## src/hdl/gap_framed_telemetry_receiver_assert.svh

```systemverilog
// ----------------------------------------------------------------------------
// Assertion macros
// Concurrent assertion wrappers for the telemetry receiver.
// ----------------------------------------------------------------------------
`ifndef GAP_FRAMED_TELEMETRY_RECEIVER_ASSERT_SVH
`define GAP_FRAMED_TELEMETRY_RECEIVER_ASSERT_SVH
`ifndef ASSERT_OFF
`define GFTR_ASSERT_SAME(label, clk, rst, pre, post) \
   label: assert property (@(posedge clk) disable iff (rst) (pre) |-> (post)) \
      else $error("gftr: same-cycle check failed");
`define GFTR_ASSERT_NEXT(label, clk, rst, pre, post) \
   label: assert property (@(posedge clk) disable iff (rst) (pre) |=> (post)) \
      else $error("gftr: next-cycle check failed");
`else
`define GFTR_ASSERT_SAME(label, clk, rst, pre, post)
`define GFTR_ASSERT_NEXT(label, clk, rst, pre, post)
`endif
`endif

```

## src/hdl/gftr_pkg.sv

```systemverilog
// ----------------------------------------------------------------------------
// gftr_pkg
// Shared constants, codes and types of the telemetry receiver.
// ----------------------------------------------------------------------------
package gftr_pkg;

   localparam int unsigned MAX_LINE   = 128;
   localparam int unsigned FRAME_LEN  = 11;
   localparam int unsigned COUNT_W    = 8;
   localparam int unsigned IDX_W      = $clog2(FRAME_LEN);
   localparam int unsigned STATUS_POS = 2;
   localparam int unsigned TEMP_POS   = 3;
   localparam int unsigned AUX_POS    = 7;

   localparam int unsigned CSR_INDEX_W = 3;
   localparam int unsigned CSR_DATA_W  = 16;

   localparam logic [7:0]  STREAK_MAX              = 8'hFF;
   localparam logic [15:0] GAP_MS_RESET            = 16'd35;
   localparam logic [7:0]  HEADER_BYTE_RESET       = 8'h68;
   localparam logic [7:0]  CYCLE_END_CODE_RESET    = 8'h11;
   localparam logic [7:0]  EMPTY_STATUS_CODE_RESET = 8'h00;
   localparam logic [7:0]  EMPTY_AUX_CODE_RESET    = 8'h00;
   localparam logic [7:0]  DEBOUNCE_FRAMES_RESET   = 8'd3;

   typedef enum logic [2:0] {
      OP_BYTE            = 3'd0,
      OP_TICK            = 3'd1,
      OP_SESSION_CLEAR   = 3'd2,
      OP_HANDSHAKE_CLEAR = 3'd3,
      OP_TAKE_EVENT      = 3'd4
   } op_code_type;

   typedef enum logic [2:0] {
      CMD_BYTE,
      CMD_TICK,
      CMD_SESSION_CLEAR,
      CMD_HANDSHAKE_CLEAR,
      CMD_TAKE_EVENT,
      CMD_IDLE
   } cmd_kind_type;

   typedef enum logic [2:0] {
      CSR_GAP_MS            = 3'd0,
      CSR_HEADER_BYTE       = 3'd1,
      CSR_CYCLE_END_CODE    = 3'd2,
      CSR_EMPTY_STATUS_CODE = 3'd3,
      CSR_EMPTY_AUX_CODE    = 3'd4,
      CSR_DEBOUNCE_FRAMES   = 3'd5
   } csr_index_type;

   typedef enum logic [1:0] {
      EVT_NONE  = 2'd0,
      EVT_EMPTY = 2'd1,
      EVT_OK    = 2'd2
   } tank_event_type;

   typedef struct packed {
      cmd_kind_type kind;
      logic [7:0]   data_byte;
      logic [31:0]  now_ms;
   } cmd_type;

   typedef struct packed {
      logic                   wr_en;
      logic [CSR_INDEX_W-1:0] index;
      logic [CSR_DATA_W-1:0]  wdata;
   } csr_type;

   typedef struct packed {
      logic           frame_accepted;
      logic           telemetry_valid;
      logic [7:0]     status_code;
      logic [7:0]     aux_code;
      logic [7:0]     live_temp;
      logic           close_seen;
      logic           tank_stable_ready;
      logic           tank_empty;
      tank_event_type tank_transition;
   } rsp_type;

   typedef struct packed {
      logic full;
      logic valid;
   } queue_status_type;

endpackage

```

## src/hdl/gftr_front.sv

```systemverilog
// ----------------------------------------------------------------------------
// gftr_front
// Request intake: handshake and classification of operation codes.
// ----------------------------------------------------------------------------
module gftr_front (
   input  logic                        req_valid,
   output logic                        req_ready,
   input  logic [2:0]                  req_operation,
   input  logic [7:0]                  req_data_byte,
   input  logic [31:0]                 req_now_ms,
   input  gftr_pkg::queue_status_type  q_status,
   output logic                        push,
   output gftr_pkg::cmd_type           push_cmd
);

   gftr_pkg::cmd_kind_type kind;

   always_comb begin
      case (gftr_pkg::op_code_type'(req_operation))
         gftr_pkg::OP_BYTE:            kind = gftr_pkg::CMD_BYTE;
         gftr_pkg::OP_TICK:            kind = gftr_pkg::CMD_TICK;
         gftr_pkg::OP_SESSION_CLEAR:   kind = gftr_pkg::CMD_SESSION_CLEAR;
         gftr_pkg::OP_HANDSHAKE_CLEAR: kind = gftr_pkg::CMD_HANDSHAKE_CLEAR;
         gftr_pkg::OP_TAKE_EVENT:      kind = gftr_pkg::CMD_TAKE_EVENT;
         default:                      kind = gftr_pkg::CMD_IDLE;
      endcase
   end

   assign req_ready          = !q_status.full;
   assign push               = req_valid && !q_status.full;
   assign push_cmd.kind      = kind;
   assign push_cmd.data_byte = req_data_byte;
   assign push_cmd.now_ms    = req_now_ms;

endmodule

```

## src/hdl/gftr_queue.sv

```systemverilog
// ----------------------------------------------------------------------------
// gftr_queue
// Two-entry command queue between intake and execution.
// ----------------------------------------------------------------------------
`include "gap_framed_telemetry_receiver_assert.svh"

module gftr_queue (
   input  logic                       clock,
   input  logic                       reset,
   input  logic                       push,
   input  gftr_pkg::cmd_type          push_cmd,
   input  logic                       pop,
   output gftr_pkg::cmd_type          pop_cmd,
   output gftr_pkg::queue_status_type status
);

   gftr_pkg::cmd_type entry_ff [2];
   logic              wr_ptr_ff;
   logic              wr_ptr_in;
   logic              rd_ptr_ff;
   logic              rd_ptr_in;
   logic [1:0]        count_ff;
   logic [1:0]        count_in;

   always_comb begin
      wr_ptr_in = push ? !wr_ptr_ff : wr_ptr_ff;
      rd_ptr_in = pop ? !rd_ptr_ff : rd_ptr_ff;
      count_in  = count_ff;
      if (push && !pop) begin
         count_in = count_ff + 2'd1;
      end else if (pop && !push) begin
         count_in = count_ff - 2'd1;
      end
   end

   always_ff @(posedge clock) begin
      if (reset) begin
         wr_ptr_ff <= 1'b0;
         rd_ptr_ff <= 1'b0;
         count_ff  <= 2'd0;
      end else begin
         wr_ptr_ff <= wr_ptr_in;
         rd_ptr_ff <= rd_ptr_in;
         count_ff  <= count_in;
      end
   end

   always_ff @(posedge clock) begin
      if (push) begin
         entry_ff[wr_ptr_ff] <= push_cmd;
      end
   end

   assign pop_cmd      = entry_ff[rd_ptr_ff];
   assign status.full  = (count_ff == 2'd2);
   assign status.valid = (count_ff != 2'd0);

   `GFTR_ASSERT_SAME(a_pop_not_empty, clock, reset, pop, count_ff != 2'd0)
   `GFTR_ASSERT_SAME(a_push_not_full, clock, reset, count_ff == 2'd2, !push)
   `GFTR_ASSERT_NEXT(a_push_grows, clock, reset, push && !pop, count_ff == $past(count_ff) + 2'd1)

endmodule

```

## src/hdl/gftr_back.sv

```systemverilog
// ----------------------------------------------------------------------------
// gftr_back
// Execution: line assembly, frame check, telemetry latch, tank debounce,
// configuration registers and the response register.
// ----------------------------------------------------------------------------
`include "gap_framed_telemetry_receiver_assert.svh"

module gftr_back (
   input  logic                       clock,
   input  logic                       reset,
   input  gftr_pkg::csr_type          csr,
   input  gftr_pkg::queue_status_type q_status,
   input  gftr_pkg::cmd_type          cmd,
   output logic                       pop,
   output logic                       rsp_valid,
   input  logic                       rsp_ready,
   output gftr_pkg::rsp_type          rsp
);

   localparam logic [gftr_pkg::COUNT_W-1:0] MaxLineCount =
      gftr_pkg::COUNT_W'(gftr_pkg::MAX_LINE);
   localparam logic [gftr_pkg::COUNT_W-1:0] FrameCount =
      gftr_pkg::COUNT_W'(gftr_pkg::FRAME_LEN);
   localparam logic [gftr_pkg::COUNT_W-1:0] SumCount =
      gftr_pkg::COUNT_W'(gftr_pkg::FRAME_LEN - 1);

   logic [15:0] gap_ms_ff;
   logic [7:0]  header_byte_ff;
   logic [7:0]  cycle_end_code_ff;
   logic [7:0]  empty_status_code_ff;
   logic [7:0]  empty_aux_code_ff;
   logic [7:0]  debounce_frames_ff;

   logic [7:0]  frame_bytes_ff [gftr_pkg::FRAME_LEN];
   logic                        fb_we;
   logic [gftr_pkg::IDX_W-1:0]  fb_idx;

   logic [gftr_pkg::COUNT_W-1:0] line_count_ff, line_count_in;
   logic                         line_open_ff, line_open_in;
   logic [31:0]                  last_byte_time_ff, last_byte_time_in;
   logic [7:0]                   head_sum_ff, head_sum_in;
   logic                         telem_valid_ff, telem_valid_in;
   logic [7:0]                   telem_status_ff, telem_status_in;
   logic [7:0]                   telem_aux_ff, telem_aux_in;
   logic [7:0]                   telem_temp_ff, telem_temp_in;
   logic                         cycle_closed_ff, cycle_closed_in;
   logic                         deb_active_ff, deb_active_in;
   logic                         deb_target_ff, deb_target_in;
   logic [7:0]                   deb_streak_ff, deb_streak_in;
   logic                         stable_empty_ff, stable_empty_in;
   logic                         stable_ready_ff, stable_ready_in;
   gftr_pkg::tank_event_type     pending_ff, pending_in;

   logic                         rsp_valid_ff, rsp_valid_in;
   gftr_pkg::rsp_type            rsp_ff, rsp_in;

   logic [gftr_pkg::COUNT_W-1:0] base_count;
   logic [7:0]                   base_sum;
   logic [31:0]                  elapsed;
   logic                         gap_met;
   logic                         frame_ok;
   logic                         raw_empty;
   logic [7:0]                   streak_inc;
   logic                         accepted;

   assign pop = q_status.valid && (!rsp_valid_ff || rsp_ready);

   always_comb begin
      if (line_count_ff < MaxLineCount) begin
         base_count = line_count_ff;
         base_sum   = head_sum_ff;
      end else begin
         base_count = '0;
         base_sum   = 8'd0;
      end
      elapsed    = cmd.now_ms - last_byte_time_ff;
      gap_met    = elapsed >= {16'd0, gap_ms_ff};
      frame_ok   = line_open_ff && (line_count_ff == FrameCount) &&
                   (frame_bytes_ff[0] == header_byte_ff) &&
                   (frame_bytes_ff[gftr_pkg::FRAME_LEN-1] == head_sum_ff);
      raw_empty  = (frame_bytes_ff[gftr_pkg::STATUS_POS] == empty_status_code_ff) &&
                   (frame_bytes_ff[gftr_pkg::AUX_POS] == empty_aux_code_ff);
      streak_inc = (deb_streak_ff < gftr_pkg::STREAK_MAX) ? deb_streak_ff + 8'd1
                                                          : deb_streak_ff;
   end

   always_comb begin
      line_count_in     = line_count_ff;
      line_open_in      = line_open_ff;
      last_byte_time_in = last_byte_time_ff;
      head_sum_in       = head_sum_ff;
      telem_valid_in    = telem_valid_ff;
      telem_status_in   = telem_status_ff;
      telem_aux_in      = telem_aux_ff;
      telem_temp_in     = telem_temp_ff;
      cycle_closed_in   = cycle_closed_ff;
      deb_active_in     = deb_active_ff;
      deb_target_in     = deb_target_ff;
      deb_streak_in     = deb_streak_ff;
      stable_empty_in   = stable_empty_ff;
      stable_ready_in   = stable_ready_ff;
      pending_in        = pending_ff;
      fb_we             = 1'b0;
      fb_idx            = base_count[gftr_pkg::IDX_W-1:0];
      accepted          = 1'b0;

      if (pop) begin
         case (cmd.kind)
            gftr_pkg::CMD_BYTE: begin
               fb_we             = base_count < FrameCount;
               head_sum_in       = (base_count < SumCount) ? base_sum + cmd.data_byte
                                                           : base_sum;
               line_count_in     = base_count + gftr_pkg::COUNT_W'(1);
               line_open_in      = 1'b1;
               last_byte_time_in = cmd.now_ms;
            end
            gftr_pkg::CMD_TICK: begin
               if (line_open_ff && gap_met) begin
                  line_count_in     = '0;
                  line_open_in      = 1'b0;
                  last_byte_time_in = 32'd0;
                  head_sum_in       = 8'd0;
                  if (frame_ok) begin
                     accepted        = 1'b1;
                     telem_valid_in  = 1'b1;
                     telem_status_in = frame_bytes_ff[gftr_pkg::STATUS_POS];
                     telem_aux_in    = frame_bytes_ff[gftr_pkg::AUX_POS];
                     telem_temp_in   = frame_bytes_ff[gftr_pkg::TEMP_POS];
                     if (frame_bytes_ff[gftr_pkg::STATUS_POS] == cycle_end_code_ff) begin
                        cycle_closed_in = 1'b1;
                     end
                     if (!deb_active_ff || (raw_empty != deb_target_ff)) begin
                        deb_active_in = 1'b1;
                        deb_target_in = raw_empty;
                        deb_streak_in = 8'd1;
                     end else begin
                        deb_streak_in = streak_inc;
                        if (streak_inc >= debounce_frames_ff) begin
                           stable_ready_in = 1'b1;
                           if (raw_empty != stable_empty_ff) begin
                              stable_empty_in = raw_empty;
                              pending_in = raw_empty ? gftr_pkg::EVT_EMPTY
                                                     : gftr_pkg::EVT_OK;
                           end
                        end
                     end
                  end
               end
            end
            gftr_pkg::CMD_SESSION_CLEAR: begin
               line_count_in     = '0;
               line_open_in      = 1'b0;
               last_byte_time_in = 32'd0;
               head_sum_in       = 8'd0;
               telem_valid_in    = 1'b0;
               telem_status_in   = 8'd0;
               telem_aux_in      = 8'd0;
               telem_temp_in     = 8'd0;
               cycle_closed_in   = 1'b0;
            end
            gftr_pkg::CMD_HANDSHAKE_CLEAR: begin
               line_count_in     = '0;
               line_open_in      = 1'b0;
               last_byte_time_in = 32'd0;
               head_sum_in       = 8'd0;
               telem_valid_in    = 1'b0;
               telem_status_in   = 8'd0;
               telem_aux_in      = 8'd0;
               telem_temp_in     = 8'd0;
               deb_active_in     = 1'b0;
               deb_target_in     = 1'b0;
               deb_streak_in     = 8'd0;
               stable_empty_in   = 1'b0;
               stable_ready_in   = 1'b0;
               pending_in        = gftr_pkg::EVT_NONE;
            end
            gftr_pkg::CMD_TAKE_EVENT: begin
               pending_in = gftr_pkg::EVT_NONE;
            end
            default: begin
            end
         endcase
      end

      rsp_in.frame_accepted    = accepted;
      rsp_in.telemetry_valid   = telem_valid_in;
      rsp_in.status_code       = telem_status_in;
      rsp_in.aux_code          = telem_aux_in;
      rsp_in.live_temp         = telem_temp_in;
      rsp_in.close_seen        = cycle_closed_in;
      rsp_in.tank_stable_ready = stable_ready_in;
      rsp_in.tank_empty        = stable_ready_in && stable_empty_in;
      rsp_in.tank_transition   = (cmd.kind == gftr_pkg::CMD_TAKE_EVENT) ? pending_ff
                                                                         : pending_in;
      rsp_valid_in = pop ? 1'b1 : (rsp_ready ? 1'b0 : rsp_valid_ff);
   end

   always_ff @(posedge clock) begin
      if (reset) begin
         gap_ms_ff            <= gftr_pkg::GAP_MS_RESET;
         header_byte_ff       <= gftr_pkg::HEADER_BYTE_RESET;
         cycle_end_code_ff    <= gftr_pkg::CYCLE_END_CODE_RESET;
         empty_status_code_ff <= gftr_pkg::EMPTY_STATUS_CODE_RESET;
         empty_aux_code_ff    <= gftr_pkg::EMPTY_AUX_CODE_RESET;
         debounce_frames_ff   <= gftr_pkg::DEBOUNCE_FRAMES_RESET;
      end else if (csr.wr_en) begin
         case (gftr_pkg::csr_index_type'(csr.index))
            gftr_pkg::CSR_GAP_MS:            gap_ms_ff            <= csr.wdata;
            gftr_pkg::CSR_HEADER_BYTE:       header_byte_ff       <= csr.wdata[7:0];
            gftr_pkg::CSR_CYCLE_END_CODE:    cycle_end_code_ff    <= csr.wdata[7:0];
            gftr_pkg::CSR_EMPTY_STATUS_CODE: empty_status_code_ff <= csr.wdata[7:0];
            gftr_pkg::CSR_EMPTY_AUX_CODE:    empty_aux_code_ff    <= csr.wdata[7:0];
            gftr_pkg::CSR_DEBOUNCE_FRAMES:   debounce_frames_ff   <= csr.wdata[7:0];
            default: begin
            end
         endcase
      end
   end

   always_ff @(posedge clock) begin
      if (fb_we) begin
         frame_bytes_ff[fb_idx] <= cmd.data_byte;
      end
   end

   always_ff @(posedge clock) begin
      if (reset) begin
         line_count_ff     <= '0;
         line_open_ff      <= 1'b0;
         last_byte_time_ff <= 32'd0;
         head_sum_ff       <= 8'd0;
         telem_valid_ff    <= 1'b0;
         telem_status_ff   <= 8'd0;
         telem_aux_ff      <= 8'd0;
         telem_temp_ff     <= 8'd0;
         cycle_closed_ff   <= 1'b0;
         deb_active_ff     <= 1'b0;
         deb_target_ff     <= 1'b0;
         deb_streak_ff     <= 8'd0;
         stable_empty_ff   <= 1'b0;
         stable_ready_ff   <= 1'b0;
         pending_ff        <= gftr_pkg::EVT_NONE;
         rsp_valid_ff      <= 1'b0;
      end else begin
         line_count_ff     <= line_count_in;
         line_open_ff      <= line_open_in;
         last_byte_time_ff <= last_byte_time_in;
         head_sum_ff       <= head_sum_in;
         telem_valid_ff    <= telem_valid_in;
         telem_status_ff   <= telem_status_in;
         telem_aux_ff      <= telem_aux_in;
         telem_temp_ff     <= telem_temp_in;
         cycle_closed_ff   <= cycle_closed_in;
         deb_active_ff     <= deb_active_in;
         deb_target_ff     <= deb_target_in;
         deb_streak_ff     <= deb_streak_in;
         stable_empty_ff   <= stable_empty_in;
         stable_ready_ff   <= stable_ready_in;
         pending_ff        <= pending_in;
         rsp_valid_ff      <= rsp_valid_in;
      end
   end

   always_ff @(posedge clock) begin
      if (pop) begin
         rsp_ff <= rsp_in;
      end
   end

   assign rsp_valid = rsp_valid_ff;
   assign rsp       = rsp_ff;

   `GFTR_ASSERT_SAME(a_open_tracks_count, clock, reset, 1'b1, line_open_ff == (line_count_ff != '0))
   `GFTR_ASSERT_SAME(a_empty_needs_ready, clock, reset, stable_empty_ff, stable_ready_ff)
   `GFTR_ASSERT_SAME(a_stall_holds_pop, clock, reset, rsp_valid_ff && !rsp_ready, !pop)
   `GFTR_ASSERT_SAME(a_accept_latches, clock, reset, rsp_valid_ff && rsp_ff.frame_accepted, rsp_ff.telemetry_valid)

endmodule

```

## src/hdl/gap_framed_telemetry_receiver.sv

```systemverilog
// ----------------------------------------------------------------------------
// gap_framed_telemetry_receiver
// Gap-framed UART telemetry receiver with frame check and tank debounce.
// ----------------------------------------------------------------------------
//  channel   ports                         direction  transfer
//  request   req_valid/req_ready + fields  in         valid && ready
//  response  rsp_valid/rsp_ready + fields  out        valid && ready
//  csr       csr_wr_en/csr_index/csr_wdata in         wr_en, no wait
//
//  One request per cycle sustained while responses are taken; each request gives one response.
//  A request is registered in the two-entry command queue, then the
//  execution stage loads the response register.
//  Reset is synchronous; configuration returns to its defaults, no sweep.
//  A stalled response holds execution; the queue absorbs two requests,
//  then req_ready drops.
// ----------------------------------------------------------------------------
module gap_framed_telemetry_receiver (
   input  logic                             clock,
   input  logic                             reset,
   input  logic                             req_valid,
   output logic                             req_ready,
   input  logic [2:0]                       req_operation,
   input  logic [7:0]                       req_data_byte,
   input  logic [31:0]                      req_now_ms,
   output logic                             rsp_valid,
   input  logic                             rsp_ready,
   output logic                             rsp_frame_accepted,
   output logic                             rsp_telemetry_valid,
   output logic [7:0]                       rsp_status_code,
   output logic [7:0]                       rsp_aux_code,
   output logic [7:0]                       rsp_live_temp,
   output logic                             rsp_close_seen,
   output logic                             rsp_tank_stable_ready,
   output logic                             rsp_tank_empty,
   output logic [1:0]                       rsp_tank_transition,
   input  logic                             csr_wr_en,
   input  logic [gftr_pkg::CSR_INDEX_W-1:0] csr_index,
   input  logic [gftr_pkg::CSR_DATA_W-1:0]  csr_wdata
);

   gftr_pkg::queue_status_type q_status;
   gftr_pkg::cmd_type          push_cmd;
   gftr_pkg::cmd_type          pop_cmd;
   gftr_pkg::csr_type          csr;
   gftr_pkg::rsp_type          rsp;
   logic                       push;
   logic                       pop;

   assign csr.wr_en = csr_wr_en;
   assign csr.index = csr_index;
   assign csr.wdata = csr_wdata;

   gftr_front u_front (
      .req_valid     (req_valid),
      .req_ready     (req_ready),
      .req_operation (req_operation),
      .req_data_byte (req_data_byte),
      .req_now_ms    (req_now_ms),
      .q_status      (q_status),
      .push          (push),
      .push_cmd      (push_cmd)
   );

   gftr_queue u_queue (
      .clock    (clock),
      .reset    (reset),
      .push     (push),
      .push_cmd (push_cmd),
      .pop      (pop),
      .pop_cmd  (pop_cmd),
      .status   (q_status)
   );

   gftr_back u_back (
      .clock     (clock),
      .reset     (reset),
      .csr       (csr),
      .q_status  (q_status),
      .cmd       (pop_cmd),
      .pop       (pop),
      .rsp_valid (rsp_valid),
      .rsp_ready (rsp_ready),
      .rsp       (rsp)
   );

   assign rsp_frame_accepted    = rsp.frame_accepted;
   assign rsp_telemetry_valid   = rsp.telemetry_valid;
   assign rsp_status_code       = rsp.status_code;
   assign rsp_aux_code          = rsp.aux_code;
   assign rsp_live_temp         = rsp.live_temp;
   assign rsp_close_seen        = rsp.close_seen;
   assign rsp_tank_stable_ready = rsp.tank_stable_ready;
   assign rsp_tank_empty        = rsp.tank_empty;
   assign rsp_tank_transition   = rsp.tank_transition;

endmodule

```

## config.mk

```make
export PLATFORM = sky130hd
export DESIGN_NAME = gap_framed_telemetry_receiver
export DESIGN_NICKNAME = d
export VERILOG_FILES = /design/src/hdl/gftr_pkg.sv /design/src/hdl/gftr_front.sv /design/src/hdl/gftr_queue.sv /design/src/hdl/gftr_back.sv /design/src/hdl/gap_framed_telemetry_receiver.sv
export VERILOG_INCLUDE_DIRS = /design/src /design/src/hdl
export SDC_FILE = /design/constraint.sdc
export NUM_CORES = 1
export LEC_CHECK = 0
export ABC_AREA = 1
export BUFFER_PORTS_ARGS = -buffer_cell sky130_fd_sc_hd__buf_2
export CAP_MARGIN = 10
export CORE_ASPECT_RATIO = 0.75
export CORE_MARGIN = 2
export CORE_UTILIZATION = 53
export DETAILED_ROUTE_END_ITERATION = 8
export GPL_TIMING_DRIVEN = 1
export HOLD_SLACK_MARGIN = 0.06
export PLACE_DENSITY = 0.74
export SKIP_LAST_GASP = 1
export SYNTH_ARGS = -nofsm -noshare
export SYNTH_HDL_FRONTEND = slang
export SYNTH_SLANG_ARGS = --single-unit
export TNS_END_PERCENT = 1
```

## constraint.sdc

```tcl
create_clock -name clock -period 12.3 [get_ports clock]
set_input_delay 0 -clock clock [delete_from_list [all_inputs] [get_ports clock]]
set_output_delay 0 -clock clock [all_outputs]
set_load 0.02 [all_outputs]
```

## Yosys cells after proc, flatten, opt, wreduce, memory -nomap -nowiden

Memories as Yosys holds them, arrays and structs flattened. A register that Yosys moved wholly into a read port is not among the register bits.
Index checks and enable logic that the tools add are counted.
Widths: inputs -> output; s select.

| word-level totals | value |
|---|---|
| memory bits (writable) | 174 |
| output and inout port bits | 33 |
| register bits after elaboration | 181 |
| word-level logic and storage cells | 192 |
| memories | 2 |
| input port bits | 67 |

Memory list:

| memory | depth | bits a word | rd ports | clocked after memory_dff | wr ports | RTL line | source |
|---|---|---|---|---|---|---|---|
| u_back.frame_bytes_ff | 11 | 8 | 5 | 0 | 1 | gftr_back.sv:34 | `logic [7:0] frame_bytes_ff [gftr_pkg::FRAME_LEN];` |
| u_queue.entry_ff | 2 | 43 | 1 | 1 | 1 | gftr_queue.sv:17 | `gftr_pkg::cmd_type entry_ff [2];` |

| cells by class | value |
|---|---|
| $lt $le $gt $ge | 6 |
| eq/ne operators | 25 |
| mux-type cells | 80 |
| add/subtract/negate cells | 6 |
| reduce and logical (&&, ||, !) cells | 39 |

Operator list:

| kind | number |
|---|---|
| $mux 8 | 17 |
| $pmux 32 s3 | 1 |
| $pmux 8 s2 | 4 |
| $pmux 8 s3 | 2 |
| $eq 8x8->1 | 5 |
| $mux 1 | 36 |
| $ge 32x16->1 | 1 |
| $mux 32 | 1 |
| $sub 32x32->32 | 1 |
| $mux 2 | 10 |
| $eq 3x2->1 const B | 6 |
| $add 8x1->8 const B | 2 |
| $lt 8x4->1 const B | 2 |
| $lt 8x8->1 const B | 2 |
| $pmux 3 s5 | 1 |
| $reduce_and 2->1 | 7 |
| $eq 3x3->1 const B | 4 |
| $pmux 1 s2 | 6 |
| $logic_and 1x1->1 | 10 |
| $eq 3x1->1 const B | 3 |
| $logic_not 3->1 | 3 |
| $add 8x8->8 | 1 |
| $eq 8x4->1 const B | 1 |
| $ge 8x8->1 | 1 |
| 15 further kinds | 29 |

## Depth between registers and ports, before layout

Gate-level depths: netlist of run 1.

| logic depth | value |
|---|---|
| depth after elaboration | 11 |
| mapped depth | 34 |
| depth with buffers taken out | 31 |

## Modules after synthesis

A second synthesis of run 1 with hierarchy kept.

| second synthesis, totals | value |
|---|---|
| cells, all modules | 2020 |
| area total of the unflattened synthesis | 16545.9 µm² |

Modules (own cells, without submodules):

| module | times used | seq. area each (µm²) | area an instance (µm²) | cells an instance |
|---|---|---|---|---|
| gftr_back | 1 | 5054.8 | 12677.2 | 1804 |
| gftr_queue | 1 | 2682.6 | 3534.6 | 167 |
| gftr_front | 1 | 0.0 | 334.1 | 49 |

## Worst setup path before layout of run 1

OpenSTA, ideal clock, no wires.

| timing path | value |
|---|---|
| kind | reg2reg |
| start | register (tool-made name) |
| end | register u_back.rsp_ff, in the netlist u_back.rsp[28] (data pin) |
| slack | 8.326 ns |
| library setup time | 0.254 ns |
| data required time | 12.046 ns |
| arrival time | 3.721 ns |
| cell stages (with the launch flop) | 35 |
| path buffers | 4 |
| path through | dfxtp_1 buf_2 inv_2 clkbuf_1 clkbuf_1 nand2_1 nand2_1 ha_1 nand2_1 inv_1 nand2_1 nand2_1 nand2_1 nand2_1 inv_1 nand2_1 xor2_1 ha_1 a21oi_1 nor2_1 a211oi_1 nand2_1 nor2_1 nand2_1 nor2_1 nand2_1 nor2_2 a21oi_2 nand2_2 clkinv_2 buf_6 nand2_1 nand2_1 nand2_1 nand2_1 |

RTL lines:

| item | RTL line | source |
|---|---|---|
| end signal: assignment | gftr_back.sv:266 | `rsp_ff <= rsp_in;` |
| end: declaration | gftr_back.sv:55 | `gftr_pkg::rsp_type rsp_ff, rsp_in;` |

==> flow_results.org, run 1 <==
** Run status
- Result of the run :: finished clean

** Yosys
- Seq/Total Area, Yosys :: 0.483
- Number of nets produced by synthesis :: 2207
- Avg Inst Size Synth :: 7.75 µm²
- Area of the mapped netlist :: 16000 µm²
- Synthesized instance count :: 2069
- Primary FF master, synth :: edfxtp_1
- In the synthesized netlist the async set-or-reset flop fraction comes to 0.
- Yosys printed 0 warnings.
- Distinct cells, synth :: 46
- Counting flops with a built-in enable in the synthesized netlist gives 157.
- Counting flops and latches in the post-synthesis netlist gives 308.

** Floorplanning
- In this run the horizontal extent of the chip is 205 µm.
- The floorplan step defined a die boundary enclosing 31700 µm².
- Effective utilization at floorplan :: 0.536
- Area of the core :: 29900 µm²
- From bottom edge to top edge, the die measures 155 µm.
- Count of standard-cell rows :: 55
- Top-level port count :: 100

** Timing
- Setup violations remaining at the end of the flow were counted as 0.
- Min cycle time layout :: 5660 ps
- On the final layout, the worst hold slack is 153 ps.
- Based on the critical path, the design can be clocked at up to 0.177 GHz.
- Total count of hold-check failures in the final report :: 0
- In this run the tightest slew margin relative to its limit is 0.230.
- Across the routed clock network, the largest skew measured is 23.1 ps.
- At the pin with the least slew margin, the transition time is 1140 ps.
- Setup repair after global routing left no endpoint under its margin.
- Period utilisation layout :: 0.460
- Total Negative Setup Slacks :: 0 ps
- Worst Setup Slack, final :: 6640 ps
- Count of final max-slew check failures :: 0

** Detailed routing
- Vias per Instance :: 5.16
- The routed design has 40600 µm of wire.
- Vias after detailed routing :: 13700
- The first routing iteration left 1042 violations.
- After detailed routing, the average wire length per cell comes to 15.3 µm.
- Residual antenna-violating net count after detailed routing :: 0
- The first detailed-routing pass took 6 iterations.
- DRC violation count after routing :: 0

** Placement
- Worst slack at placement :: 6670 ps
- Placement-stage cell area :: 16900 µm²
- Number of placed instances with taps included :: 2524
- At the end of routability-driven placement, the weighted congestion stood at 0.977.
- Detailed Place HPWL :: 28500 µm
- IO Port Bufs :: 99

** Hold path
- Type of the tightest min-delay check :: primary input to flop

** Global route
- The number of antenna violations at the first check in global routing was 0.
- Via count of the first global-routing pass :: 12900
- In this run the most used layer during global routing was met1.
- Total gr overflow :: 0
- First-pass GRT wire length :: 65900 µm
- Total global-route track usage :: 0.258
- For met2 alone, demand over resource in global routing was 0.386.
- Met3 track utilization from global routing :: 0.0390
- For met1 alone, demand over resource in global routing was 0.391.
- Entering global routing, the biggest net connects 58 pins.

** Clock network
- For this design, the sink count on the clock tree is 308.
- Maximum buffer depth of the clock tree :: 3
- Clock insertion delay at the later pin of the skew report :: 580 ps
- TritonCTS built the clock tree.
- In this run the clock root is driven by a clkbuf_16.
- Gates resized, CTS repair :: 0
- Clock tree synthesis inserted a total of 31 buffers.
- Clock-pin slew was measured on the worst setup and hold paths at 60 ps.
- H-tree Lvls :: 1

** Cells and area
- Count of non-filler cells in the finished layout :: 2656
- 0 antenna diodes ended up in the layout.
- Area growth syn-to-layout :: 16.2%
- Area of all placed cells without fillers :: 18600 µm²
- The net count of the finished layout is 2371.
- Area of the multi-input gates :: 6990 µm²
- Share of post-route cells with drive strength above 1 :: 0.0891
- Share of the core filled with cells in the final layout :: 0.622
- Fill count :: 2657
- Sequential cell area in the final layout :: 7740 µm²

** Power and ir drop
- Worst VDD drop :: 120 µV
- For this design the ratio of total power to cell area is 208 nW/µm².
- Leakage Power :: 8.38 nW
- Tot Pwr :: 3.88 mW

** Critical path
- The largest single stage delay on the critical path is 450 ps.
- The cell that appears most often on the critical path is nand2_1.
- Startpoint type of the worst setup path :: flop
- CP max FO :: 44
- Crit Path Category :: flop to flop
- STA classifies the critical path endpoint as a flop.
- The slowest stage of the critical path belongs to the cell inv_2.
- Data on the critical path arrives at its endpoint at 5970 ps.
- Data on the critical path is required at its endpoint by 12610 ps.

** Run
- The tool flagged a number of max-cap violations equal to 0.
-- cell type report --
class                      instances  area share
sequential                       308       0.415
multi-input combinational       1420       0.375
timing repair buffer             185      0.0709
inverter                         287      0.0579
clock buffer                      36      0.0432
tap                              399      0.0268
clock inverter                    21      0.0109
-- kinds of logic (layout without fill, tap and decap cells) --
family / Yosys count / count (layout) / share of synthesized area
adder cells (fa/ha/maj): 71 / 71 / 0.0564
buffers and inverters: 341 / 529 / 0.0834
XOR/XNOR: 45 / 45 / 0.0246
flip-flops: 308 / 308 / 0.483
AND/OR/NAND/NOR: 1035 / 1035 / 0.264
AO/OA/AOI/OAI: 269 / 269 / 0.0890
-- worst paths after layout --
check	to	depth (start not counted)	slack [ps]	start
setup / recovery	u_back.rsp[10]	31	6640	flop
setup reg to reg	u_back.rsp[10]	31	6640	flop
hold / removal	u_queue.entry_ff[0][11]	2	150	req_now_ms[11]
hold reg to reg	u_back.last_byte_time_ff[20]	2	460	u_back.last_byte_time_ff[20]
-- placed cells by master, fill, tap and decap left out, types with 17 or more instances in the layout --
cell type      instances
dlygate4sd3_1         72
ha_1                  69
nand2_1              698
nor3_1                22
inv_1                285
nand4_1               28
nor2_1               162
dfxtp_1              151
nand3_1               61
xor2_1                33
a21oi_1              147
buf_2                 99
or2_2                 17
edfxtp_1             157
clkbuf_16             31
o21ai_0               84
-- synth_stat cells (5+ instances only) --
cell type	count	area (µm²)
xor2_1	33	289
edfxtp_1	157	4710
nor2_2	6	37.5
o21ai_0	84	420
o21ai_1	7	35.0
nand2_1	698	2620
xnor2_1	12	105
buf_6	5	56.3
a21oi_1	147	736
nand2_2	10	62.6
dfxtp_1	151	3020
or2_2	17	106
nor2_1	165	619
nand3_1	61	305
nand4_1	28	175
inv_1	285	1070
o211ai_1	11	82.6
clkbuf_1	37	139
buf_2	11	55.1
ha_1	69	863
nor4_1	12	75.1
nor3_1	22	110
nand3b_1	6	45.0
-- power by group --
group          internal (mW)  switching [mW]
Combinational          0.528            1.13
Clock                  0.548           0.397
Sequential              1.24          0.0455
Total                   2.32            1.57
-- what timing repair did --
item,CTS,global route
hold buffers,72,0
setup buffers,0,0
hold endpoints to repair,172,0
-- sequential cells by signal, indices dropped and copies added (netlist names), 16 cells and up, named ones only --
| signal | cells |
|---|---|
| u_queue.entry_ff | 86 |
| u_back.frame_bytes_ff | 40 |
| u_back.last_byte_time_ff | 32 |
| u_back.rsp | 31 |
| u_back.gap_ms_ff | 16 |
-- worst max-delay path: cells and delay by family (launching register included) --
family          cells  cell delay (ps)
simple gates       19             2010
buf+inv             5             1700
compound gates      4              600
fa+ha+maj           2              570
flops               1              310
xor+xnor            1              160
-- routing by layer --
| metal | share of wire | wire (µm) | up-vias |
|---|---|---|---|
| li1 | - | - | 6957 |
| met1 | 0.49 | 19800 | 6233 |
| met2 | 0.41 | 16800 | 449 |
| met3 | 0.074 | 3010 | 70 |
| met4 | 0.023 | 939 | 0 |
| met5 | 0 | 0 | - |
Power figures use the tool's default switching activity.
==> inputs of run 2 (changes only) <==
--- a/config.mk
+++ b/config.mk
@@ -15,7 +15,7 @@
 export DETAILED_ROUTE_END_ITERATION = 8
 export GPL_TIMING_DRIVEN = 1
 export HOLD_SLACK_MARGIN = 0.06
-export PLACE_DENSITY = 0.74
+export PLACE_DENSITY = 0.77
 export SKIP_LAST_GASP = 1
 export SYNTH_ARGS = -nofsm -noshare
 export SYNTH_HDL_FRONTEND = slang
==> constraint.sdc (replaced) <==
create_clock -name clock -period 4.8 [get_ports clock]
set_input_delay 0 -clock clock [delete_from_list [all_inputs] [get_ports clock]]
set_output_delay 0 -clock clock [all_outputs]
set_load 0.02 [all_outputs]
==> run 2 against run 1 <==
- wire length grew 2.9%
- power grew to 2.6 times the previous value
- sequential cell count unchanged
- critical path depth is 4 lower
- via count grew 2.0%
==> flow_results.org, run 2 (same netlist as run 1, synthesis figures left out) <==
** Cells and area
- The final design area excluding fillers is 18800 µm² (was 18600 µm²).
- Area growth syn-to-layout :: 17.1% (was 16.2%)
- Top library cells by usage in the layout, fill and taps aside: nand2_1 (698), inv_1 (285), nor2_1 (162) (unchanged).
- The post-route core utilization came to 0.627 (was 0.622).
- Share of post-route cells with drive strength above 1 :: 0.0944 (was 0.0891)
- The number of flip-flops in the largest register came to 86 (unchanged).
- Commonest non-fill, non-tap cell in the layout :: nand2_1 (unchanged)
- The number of nets in the finished design is 2381 (was 2371).
- Largest registers :: u_queue.entry_ff: 86 flops, u_back.frame_bytes_ff: 40 flops, u_back.last_byte_time_ff: 32 flops (unchanged)
- Top reg by flops :: u_queue.entry_ff (unchanged)
- The antenna diode instance count came to 0 (unchanged).
- The number of standard cells in the layout, taps in and fillers out came to 2666 (was 2656).

** Detailed routing
- DRT Pass-1 Iters :: 7 (was 6)
- DRC violation count after routing :: 0 (unchanged)
- Residual antenna-violating net count after detailed routing :: 0 (unchanged)
- Vias after detailed routing :: 14000 (was 13700)
- Final routed wire length divided by cell count :: 15.7 µm (was 15.3 µm)
- The number of DRC markers after the initial detailed-route iteration is 1294 (was 1042).
- Total wire length after detailed routing :: 41800 µm (was 40600 µm)
- The average via count per standard cell is 5.24 (was 5.16).

** Placement
- Number of placed instances with taps included :: 2532 (was 2524)
- Placement-stage cell area :: 17000 µm² (was 16900 µm²)
- Placer Congestion :: 0.986 (was 0.977)
- IO Port Bufs :: 99 (unchanged)
- Detailed Place HPWL :: 29200 µm (was 28500 µm)
- Worst slack at placement :: 129 ps (was 6670 ps)

** Power and ir drop
- Combinational Power Share :: 0.434 (was 0.426)
- Switching share of total power :: 0.407 (was 0.404)
- Cell-internal power :: 5.97 mW (was 2.32 mW)
- Share of total power in sequential cells :: 0.328 (was 0.331)
- Worst VDD drop :: 342 µV (was 120 µV)
- The reported leakage power is 8.46 nW (was 8.38 nW).
- Tot Pwr :: 10.1 mW (was 3.88 mW)
- The reported net switching power is 4.10 mW (was 1.57 mW).
- The power per standard cell area came to 536 nW/µm² (was 208 nW/µm²).
- The proportion of power drawn by the clock network is 0.238 (was 0.243).

** Global route
- Via count of the first global-routing pass :: 13300 (was 12900)
- The number of antenna violations at the first check in global routing was 0 (unchanged).
- The pin count of the biggest net entering global routing is 87 (was 58).
- First-pass GRT wire length :: 66600 µm (was 65900 µm)
- Total gr overflow :: 0 (unchanged)
- The aggregate global-route resource usage came to 0.263 (was 0.258).

** Run status
- Result of the run: finished clean (unchanged).

** Critical path
- The maximum fanout along the worst path came to 21 (was 44).
- Req. time, crit path :: 5270 ps (was 12610 ps)
- Crit path DAT :: 4840 ps (was 5970 ps)
- The count of cells along the worst register-to-register path was 27 (was 31).
- Setup slack on the worst flop-to-flop path :: 430 ps (was 6640 ps)
- Number of buffers and inverters on the critical path :: 3 (was 5)
- Longest individual stage delay on the worst path :: 380 ps (was 450 ps)
- The cell repeated most along the worst path was nand2_1 (unchanged).
- Critical path endpoint category :: flop (unchanged)
- Crit Path Category :: flop to flop (unchanged)
- Startpoint type of the worst setup path :: flop (unchanged)
- Reg2reg end :: u_back.deb_streak_ff[1] (was u_back.rsp[10])
- The highest-delay cell along the critical path was ha_1 (was inv_2).
- Gate family responsible for the most delay along the worst path :: simple AND/OR/NAND/NOR gates (unchanged)

** Clock network
- The number of H-tree levels is 1 (unchanged).
- The number of sinks on the clock net is 308 (unchanged).
- The cell at the root of the clock tree is clkbuf_16 (unchanged).
- The CTS tree was yes (unchanged).
- The source-to-sink clock delay at the later pin of the worst-skew pair is 590 ps (was 580 ps).
- Maximum buffer depth of the clock tree :: 3 (unchanged)
- Number of CTS-inserted buffers :: 31 (unchanged)
- Clock slew seen by the registers of the worst setup and hold paths :: 60 ps (about the same)

** Timing
- The final critical-path required period is 4370 ps (was 5660 ps).
- The max-slew headroom at the worst pin came to 0.268 (was 0.230).
- Period utilisation layout :: 0.910 (was 0.460)
- The final count of negative-setup-slack endpoints was 0 (unchanged).
- The clock tree skew after final layout was 28.0 ps (was 23.1 ps).
- Unrepaired setup endpoints after global routing: false (unchanged).
- The transition time at the pin with the least slew margin was 1090 ps (was 1140 ps).
- Count of final max-slew check failures :: 0 (unchanged)
- Achievable clock frequency :: 0.229 GHz (was 0.177 GHz)
- Worst Setup Slack, final :: 430 ps (was 6640 ps)
- Total count of hold-check failures in the final report :: 0 (unchanged)
- The worst hold margin came to 135 ps (was 153 ps).
- The final total negative setup slack was 0 ps (unchanged).

** Floorplanning
- The site row count is 55 (unchanged).
- The floorplan die height was 155 µm (unchanged).
- The area of the core was 29900 µm² (unchanged).
- Top-level port count :: 100 (unchanged)
- Die Area :: 31700 µm² (unchanged)
- Horiz. Die Dim :: 205 µm (unchanged)
- The effective utilization at floorplan is 0.536 (unchanged).

** Hold path
- HP Start :: req_now_ms[13] (was req_now_ms[11])
- Type of the tightest min-delay check :: primary input to flop (unchanged)
- The worst hold path cell count is 2 (unchanged).
- The endpoint with the worst hold slack is u_queue.entry_ff[1][13] (was u_queue.entry_ff[0][11]).

** Run
- Max capacitance violation total :: 0 (unchanged)
-- run 2: metal layers --
metal	share of wire	wire [µm]	GRT usage	vias up
met1	0.47	19700	0.388	6423
met2	0.43	17900	0.405	503
li1	-	-	-	6993
met5	0	0	0	-
met4	0.021	877	0.0607	0
met3	0.080	3320	0.0445	63
-- run 2: how the worst max path moves through the flow --
stage          start                 endpoint  depth (start not counted)
6_report        flop  u_back.deb_streak_ff[1]                         27
5_1_grt         flop  u_back.deb_streak_ff[1]                         27
4_1_cts         flop     u_back.deb_target_ff                         28
3_5_place_dp    flop           u_back.rsp[17]                         29
3_3_place_gp    flop            u_back.rsp[5]                         28
2_1_floorplan   flop           u_back.rsp[28]                         34
-- run 2: power by group through the flow --
stage                     Clock [mW]  Combinational, mW  Sequential, mW
final                           2.39               4.37            3.30
after global routing            2.52               4.92            3.33
after CTS                       2.43               4.25            3.29
after detailed placement           0               4.18            3.35
after global placement             0               4.09            3.33
after floorplan                    0               2.89            3.48
-- run 2: area by class of cell --
cell class | count | area, µm²
Clock inverter | 12 | 105
Clock buffer | 45 | 900
Tap cell | 399 | 499
Timing Repair Buffer | 195 | 1440
Fill cell | 2570 | 11200
Sequential cell | 308 | 7740
Inverter | 287 | 1080
Multi-Input combinational cell | 1420 | 7010
-- run 2: timing repair --
action | CTS | global route
setup endpoints to repair | 0 | 105
resized for setup | 0 | 12
buffers inserted | 0 | 0
hold buffers | 75 | 0
endpoints found under the hold margin | 144 | 0
